**config.mk**
```make
export PLATFORM = sky130hd
export DESIGN_NAME = modular_exponentiation_unit
export DESIGN_NICKNAME = d
export VERILOG_FILES = /design/src/design/mexp_pkg.sv /design/src/design/mexp_mulmod.sv /design/src/design/modular_exponentiation_unit.sv
export VERILOG_INCLUDE_DIRS = /design/src /design/src/design
export SDC_FILE = /design/constraint.sdc
export NUM_CORES = 1
export LEC_CHECK = 0
export ABC_AREA = 1
export BUFFER_PORTS_ARGS = -buffer_cell sky130_fd_sc_hd__buf_4
export CELL_PAD_IN_SITES_DETAIL_PLACEMENT = 1
export CELL_PAD_IN_SITES_GLOBAL_PLACEMENT = 1
export CORE_ASPECT_RATIO = 1.2
export CORE_MARGIN = 2
export CORE_UTILIZATION = 42
export CTS_BUF_LIST = sky130_fd_sc_hd__clkbuf_16
export DETAILED_ROUTE_END_ITERATION = 16
export HOLD_SLACK_MARGIN = 0.06
export MAX_ROUTING_LAYER = met4
export PLACE_DENSITY = 0.83
export SLEW_MARGIN = 10
export SYNTH_ARGS = -nofsm -noshare
export SYNTH_HDL_FRONTEND = slang
export SYNTH_SLANG_ARGS = --single-unit
```
**constraint.sdc**
```tcl
create_clock -name clock -period 5.5 [get_ports clock]
set_input_delay 0.825 -clock clock [delete_from_list [all_inputs] [get_ports clock]]
set_output_delay 0.825 -clock clock [all_outputs]
set_load 0.005 [all_outputs]
```
**src/design/modular_exponentiation_unit_assert.svh**
```systemverilog
// assertion macros used by the exponentiation unit
// all of them sample on the rising edge of clock and stay quiet during reset
`ifndef MODULAR_EXPONENTIATION_UNIT_ASSERT_SVH
`define MODULAR_EXPONENTIATION_UNIT_ASSERT_SVH

// consequent must hold in the same cycle as the antecedent
`define MEU_ASSERT_SAME(lbl, ante, cons, msg) \
   lbl: assert property (@(posedge clock) disable iff (reset) (ante) |-> (cons)) \
      else $error(msg);

// consequent must hold in the cycle after the antecedent
`define MEU_ASSERT_NEXT(lbl, ante, cons, msg) \
   lbl: assert property (@(posedge clock) disable iff (reset) (ante) |=> (cons)) \
      else $error(msg);

`endif

```
**src/design/mexp_pkg.sv**
```systemverilog
package mexp_pkg;

   // operand width used by the arithmetic, in bits
   localparam int WIDTH = 64;
   // width of the payload and configuration ports
   localparam int PORT_W = 64;
   // bit counter for one shift-add pass over the multiplier
   localparam int CNT_W = $clog2(WIDTH);
   // configuration register index width and codes
   localparam int CSR_INDEX_W = 2;
   localparam logic [CSR_INDEX_W-1:0] CSR_MODULUS  = CSR_INDEX_W'(0);
   localparam logic [CSR_INDEX_W-1:0] CSR_EXPONENT = CSR_INDEX_W'(1);

   // sequencer states
   typedef enum logic [2:0] {
      ST_IDLE,
      ST_LOAD,
      ST_REDUCE,
      ST_BIT,
      ST_MUL,
      ST_SQR,
      ST_RESP
   } state_type;

   // request into the shared modular multiplier
   typedef struct packed {
      logic             start;
      logic [WIDTH-1:0] op_a;
      logic [WIDTH-1:0] op_b;
   } mul_req_type;

   // status back from the shared modular multiplier
   typedef struct packed {
      logic             done;
      logic [WIDTH-1:0] product;
   } mul_rsp_type;

endpackage

```
**src/design/mexp_mulmod.sv**
```systemverilog
// shift-add modular multiplier, one multiplier bit per cycle
module mexp_mulmod
   import mexp_pkg::*;
(
   input  logic              clock,
   input  logic              reset,
   input  mul_req_type       req,
   input  logic [WIDTH-1:0]  modulus,
   output mul_rsp_type       rsp
);

   logic             run_ff, run_in;
   logic             done_ff, done_in;
   logic [CNT_W-1:0] cnt_ff, cnt_in;
   logic [WIDTH-1:0] acc_ff, acc_in;
   logic [WIDTH-1:0] a_ff, a_in;
   logic [WIDTH-1:0] b_ff, b_in;
   logic [WIDTH-1:0] m_ff, m_in;
   logic [WIDTH:0]   m2_ff, m2_in;
   logic             zero_ff, zero_in;

   logic [WIDTH-1:0] addend;
   logic [WIDTH+1:0] sum;
   logic [WIDTH+1:0] diff1;
   logic [WIDTH+1:0] diff2;
   logic [WIDTH-1:0] step;

   // one step: acc = 2*acc + (bit ? a : 0), brought back below the modulus
   always_comb begin
      addend = b_ff[WIDTH-1] ? a_ff : '0;
      sum    = {1'b0, acc_ff, 1'b0} + {2'b00, addend};
      diff1  = sum - {2'b00, m_ff};
      diff2  = sum - {1'b0, m2_ff};
      if (zero_ff) begin
         // no modulus: wrap at the operand width
         step = sum[WIDTH-1:0];
      end else if (sum >= {1'b0, m2_ff}) begin
         step = diff2[WIDTH-1:0];
      end else if (sum >= {2'b00, m_ff}) begin
         step = diff1[WIDTH-1:0];
      end else begin
         step = sum[WIDTH-1:0];
      end
   end

   // load on start, then walk the multiplier from its top bit
   always_comb begin
      run_in  = run_ff;
      done_in = 1'b0;
      cnt_in  = cnt_ff;
      acc_in  = acc_ff;
      a_in    = a_ff;
      b_in    = b_ff;
      m_in    = m_ff;
      m2_in   = m2_ff;
      zero_in = zero_ff;
      if (run_ff) begin
         acc_in = step;
         b_in   = {b_ff[WIDTH-2:0], 1'b0};
         cnt_in = cnt_ff - CNT_W'(1);
         if (cnt_ff == '0) begin
            run_in  = 1'b0;
            done_in = 1'b1;
         end
      end else if (req.start) begin
         run_in  = 1'b1;
         cnt_in  = CNT_W'(WIDTH - 1);
         acc_in  = '0;
         a_in    = req.op_a;
         b_in    = req.op_b;
         m_in    = modulus;
         m2_in   = {modulus, 1'b0};
         zero_in = (modulus == '0);
      end
   end

   always_ff @(posedge clock) begin
      if (reset) begin
         run_ff  <= 1'b0;
         done_ff <= 1'b0;
      end else begin
         run_ff  <= run_in;
         done_ff <= done_in;
      end
      cnt_ff  <= cnt_in;
      acc_ff  <= acc_in;
      a_ff    <= a_in;
      b_ff    <= b_in;
      m_ff    <= m_in;
      m2_ff   <= m2_in;
      zero_ff <= zero_in;
   end

   assign rsp.done    = done_ff;
   assign rsp.product = acc_ff;

endmodule

```
**src/design/modular_exponentiation_unit.sv**
```systemverilog
// modular exponentiation unit: result = message ^ exponent mod modulus
//
// configuration: csr_write with csr_index 0 (modulus) or 1 (exponent) and
// csr_wdata stores a register at the clock edge; other indexes are ignored.
// both registers come out of reset as 1. write them only while busy is low.
// a zero modulus means no reduction: products wrap at the operand width.
// input: a message beat is taken at an edge with start high and busy low.
// busy stays high until the result strobe has gone by.
// output: rsp_valid is high for one cycle with rsp_result_value; the
// receiver cannot stall, so the beat is simply presented once.
// sequence: the message is first reduced by one pass of the shared
// shift-add multiplier, then each exponent bit up to the highest set one
// costs a squaring, or the closing multiply for the top bit, and each
// other set bit a further multiply; a zero exponent goes from the
// reduction straight to the result. busy covers the whole operation,
// the strobe in its last cycle. one item is in flight at a time; the
// multiplier's one bit per cycle sets the rate. reset returns the
// sequencer to idle at once.
`include "modular_exponentiation_unit_assert.svh"

module modular_exponentiation_unit
   import mexp_pkg::*;
(
   input  logic                   clock,
   input  logic                   reset,
   input  logic                   start,
   output logic                   busy,
   input  logic [PORT_W-1:0]      req_message_value,
   output logic                   rsp_valid,
   output logic [PORT_W-1:0]      rsp_result_value,
   input  logic                   csr_write,
   input  logic [CSR_INDEX_W-1:0] csr_index,
   input  logic [PORT_W-1:0]      csr_wdata
);

   state_type        state_ff, state_in;
   logic [WIDTH-1:0] modulus_ff, modulus_in;
   logic [WIDTH-1:0] exponent_ff, exponent_in;
   logic [WIDTH-1:0] acc_ff, acc_in;
   logic [WIDTH-1:0] base_ff, base_in;
   logic [WIDTH-1:0] exp_ff, exp_in;

   mul_req_type mul_req;
   mul_rsp_type mul_rsp;

   // shared modular multiplier
   mexp_mulmod u_mulmod (
      .clock   (clock),
      .reset   (reset),
      .req     (mul_req),
      .modulus (modulus_ff),
      .rsp     (mul_rsp)
   );

   // configuration register writes
   always_comb begin
      modulus_in  = modulus_ff;
      exponent_in = exponent_ff;
      if (csr_write) begin
         unique case (csr_index)
            CSR_MODULUS:  modulus_in  = csr_wdata[WIDTH-1:0];
            CSR_EXPONENT: exponent_in = csr_wdata[WIDTH-1:0];
            default: ;
         endcase
      end
   end

   // sequencer: reduce the base, then scan the exponent from its low bit
   always_comb begin
      state_in      = state_ff;
      acc_in        = acc_ff;
      base_in       = base_ff;
      exp_in        = exp_ff;
      mul_req.start = 1'b0;
      mul_req.op_a  = base_ff;
      mul_req.op_b  = base_ff;
      unique case (state_ff)
         ST_IDLE: begin
            if (start) begin
               acc_in   = WIDTH'(1);
               base_in  = req_message_value[WIDTH-1:0];
               exp_in   = exponent_ff;
               state_in = ST_LOAD;
            end
         end
         ST_LOAD: begin
            // base mod m as the product 1 * base
            mul_req.start = 1'b1;
            mul_req.op_a  = WIDTH'(1);
            mul_req.op_b  = base_ff;
            state_in      = ST_REDUCE;
         end
         ST_REDUCE: begin
            if (mul_rsp.done) begin
               base_in  = mul_rsp.product;
               state_in = ST_BIT;
            end
         end
         ST_BIT: begin
            if (exp_ff == '0) begin
               state_in = ST_RESP;
            end else if (exp_ff[0]) begin
               mul_req.start = 1'b1;
               mul_req.op_a  = acc_ff;
               mul_req.op_b  = base_ff;
               state_in      = ST_MUL;
            end else begin
               mul_req.start = 1'b1;
               state_in      = ST_SQR;
            end
         end
         ST_MUL: begin
            if (mul_rsp.done) begin
               acc_in = mul_rsp.product;
               if (exp_ff[WIDTH-1:1] == '0) begin
                  // last set bit: the final squaring is not needed
                  exp_in   = '0;
                  state_in = ST_RESP;
               end else begin
                  mul_req.start = 1'b1;
                  state_in      = ST_SQR;
               end
            end
         end
         ST_SQR: begin
            if (mul_rsp.done) begin
               base_in  = mul_rsp.product;
               exp_in   = {1'b0, exp_ff[WIDTH-1:1]};
               state_in = ST_BIT;
            end
         end
         ST_RESP: begin
            state_in = ST_IDLE;
         end
         default: begin
            state_in = ST_IDLE;
         end
      endcase
   end

   always_ff @(posedge clock) begin
      if (reset) begin
         state_ff    <= ST_IDLE;
         modulus_ff  <= WIDTH'(1);
         exponent_ff <= WIDTH'(1);
      end else begin
         state_ff    <= state_in;
         modulus_ff  <= modulus_in;
         exponent_ff <= exponent_in;
      end
      acc_ff  <= acc_in;
      base_ff <= base_in;
      exp_ff  <= exp_in;
   end

   // handshake and result beat
   assign busy             = (state_ff != ST_IDLE);
   assign rsp_valid        = (state_ff == ST_RESP);
   assign rsp_result_value = PORT_W'(acc_ff);

   // checks on the sequencer
   `MEU_ASSERT_NEXT(a_accept_loads, start && !busy, state_ff == ST_LOAD,
      "accepted beat did not start the base reduction")
   `MEU_ASSERT_NEXT(a_rsp_one_cycle, rsp_valid, !rsp_valid && !busy,
      "result strobe longer than one cycle")
   `MEU_ASSERT_SAME(a_rsp_exp_done, rsp_valid, exp_ff == '0,
      "result issued before the exponent was consumed")
   `MEU_ASSERT_SAME(a_done_expected, mul_rsp.done,
      state_ff == ST_REDUCE || state_ff == ST_MUL || state_ff == ST_SQR,
      "multiplier finished while the sequencer was not waiting")

endmodule
```
==> flow_summary_export.csv <==
group,metric,value,unit
synthesis,synth_nets,5539,
sta,worstMarginPinSlew,1199,ps
place,hpwl,130700,um
global_routing,antenna_found_initial,0,
floorplan,fp.dieArea,95130,um2
routing,post_drt_wl_per_cell,23.97,um
synthesis,yosysTopAreaCell,"edfxtp_1",
setup_path,critical_path_arrival,6000,ps
routing,drt-total-wl,173000,um
clock_tree,clockBufferDepth,3,
sta,finalMaxSlewViolations,0,
outcome,violations,"negative setup slack",
synthesis,syn_area,38920,um2
sta,hold_viol_final,0,
setup_path,worstPathRequired,5930,ps
synthesis,async_flop_share,0,
sta,slew_headroom,0.2006,
setup_path,critPathBufInv,7,
sta,fin_crit,5566,ps
global_routing,grt_max_degree,136,
finish,multi_input_area,20950,um2
clock_tree,cts_tree,"done",
floorplan,start_util,0.4229,
synthesis,synth.avg_cell_area,7.472,um2
sta,period_share,1.012,
finish,final_layout_size_suffix_gt1_frac,0.2161,
routing,ant_nets,0,
synthesis,synth_edf_count,454,
synthesis,yosysWarnings,0,
outcome,status,"complete, but fails checks",
finish,final_common_cell,"nand2_1",
finish,synthToLayoutAreaGrowth,29.23,%
sta,fin_ws,-66.06,ps
global_routing,grt_overflow,0,
synthesis,ys_top_cells_by_area,"edfxtp_1 (35%), nand2_1 (11%), nor2_1 (7.2%), inv_1 (7.0%), dfxtp_1 (6.9%)",
routing,drtIter0Drc,3100,
clock_tree,clock_latency,710,ps
clock_tree,clk_pin_slew,70,ps
global_routing,grtUsageTotal,0.3575,
place,place_congestion,1.067,
finish,post-route-util,0.5465,
floorplan,core,92050,um2
synthesis,ys_ff_latch,588,
floorplan,die_w,281.9,um
clock_tree,clock_sinks,588,
finish,ff_latch_area,16320,um2
clock_tree,postCtsHoldBufs,0,
sta,fin_skew,58.51,ps
clock_tree,root_buffer,"clkbuf_16",
finish,fillers,11363,
routing,num_vias,40505,
setup_path,cp-start-kind,"register",
setup_path,cpPeakStageDelay,410,ps
clock_tree,cts_max_level,2,
setup_path,cp_max_fo,13,
clock_tree,cts_made_buffers,60,
global_routing,grt_pass1_vias,41997,
run,maxCapViolCount,0,
floorplan,num_rows,122,
routing,post-route-drc-count,0,
routing,drtPass1Iterations,5,
setup_path,worstSetupEndpointType,"register",
sta,finalSetupViolations,36,
place,io_buffer_count,199,
global_routing,grt_pass1_wl,249400,um
synthesis,synth_cells,5209,
floorplan,io_pins,200,
setup_path,slowest_stage,"edfxtp_1",
finish,nNetsFinal,6255,
synthesis,ys_seq_area_frac,0.4192,
hold_path,min_path_type,"in2reg",
synthesis,synthFlopType,"edfxtp_1",
finish,mostFrequentLayoutCells,"nand2_1 (1110), buf_4 (784), inv_1 (708)",
floorplan,fp.dieH,337.5,um
place,place_ws,-442.8,ps
setup_path,worstSetupPathType,"reg2reg",
synthesis,synth_top_area_frac,0.3503,
setup_path,cpMostUsedCell,"nand2_1",
routing,vias_per_cell,5.613,
synthesis,synth_cell_types,49,
setup_path,crit_family,"simple AND/OR/NAND/NOR gates",
sta,fmax,179.7,MHz
[final timing paths]
kind                                   startpoint            endpoint  slack (ps)  depth (start not counted)
worst max-delay path            u_mulmod.b_ff[63]  u_mulmod.acc_ff[1]         -70                         31
worst max register to register  u_mulmod.b_ff[63]  u_mulmod.acc_ff[1]         -70                         31
worst min-delay path                        reset         state_ff[1]         350                          2
worst min register to register     modulus_ff[63]   u_mulmod.m_ff[63]         450                          0
[timing repair]
item,4_1_cts,5_1_grt
setup endpoints to repair,64,64
cloned,1,4
resized for setup,79,320
setup buffers,22,27
pin swaps,20,78
[stage by stage]
step / cell area [um2] / TNS (ps) / hold slack, ps / std cells
CTS: 48630 / -0.8735 / 332.8 / 7184
global placement: 45850 / -11730 / 432.8 / 7049
finish: 50300 / -888.6 / 350.6 / 7216
detailed placement: 45850 / -18850 / 440.4 / 7049
global route: 50300 / -13610 / 341.5 / 7215
floorplan: 38930 / 0 / 425.3 / 5209
[area by class of cell]
type | instances | share of cell area
Clock inverter | 51 | 0.01353
Inverter | 737 | 0.05505
Sequential cell | 588 | 0.3244
Antenna cell | 1 | 0.00004975
Multi-Input combinational cell | 3723 | 0.4165
Tap cell | 1240 | 0.03084
Clock buffer | 61 | 0.03035
Timing Repair Buffer | 815 | 0.1293
[layer usage]
metal | global-route usage | wire (um)
met5 | - | 0
met4 | 0.1648 | 10290
met3 | 0.02972 | 9449
met2 | 0.6075 | 84130
met1 | 0.4308 | 69090
[state kept, by name (all words and copies together), names as in the netlist]
name,flops
base_ff,64
exp_ff,64
exponent_ff,64
modulus_ff,64
rsp_result_value,64
state_ff,3
u_mulmod.a_ff,64
u_mulmod.acc_ff,64
u_mulmod.b_ff,64
u_mulmod.cnt_ff,6
u_mulmod.done_ff,1
u_mulmod.m_ff,64
u_mulmod.run_ff,1
u_mulmod.zero_ff,1
[synth_stat cells, types with 33 or more instances]
library cell  count
a21oi_1         332
a22o_1           86
a31oi_1          33
clkbuf_1        123
dfxtp_1         134
edfxtp_1        454
ha_1            193
inv_1           727
nand2_1        1168
nand3_1         180
nand4_1          37
nor2_1          750
nor3_1           41
nor4_1           37
o21ai_0         522
o21bai_1         46
xnor2_1          59
xor2_1           76
[cells by family after synthesis]
kind of cell	share of synthesized area
AO/OA/AOI/OAI	0.1619
flip-flops	0.4192
buffers and inverters	0.08872
AND/OR/NAND/NOR	0.2363
XOR/XNOR	0.03038
adder cells (fa/ha/maj)	0.06359
Power is left out: the tool's default activity adds up to more than one toggle a clock period on the data nets, which glitch-free logic cannot reach.
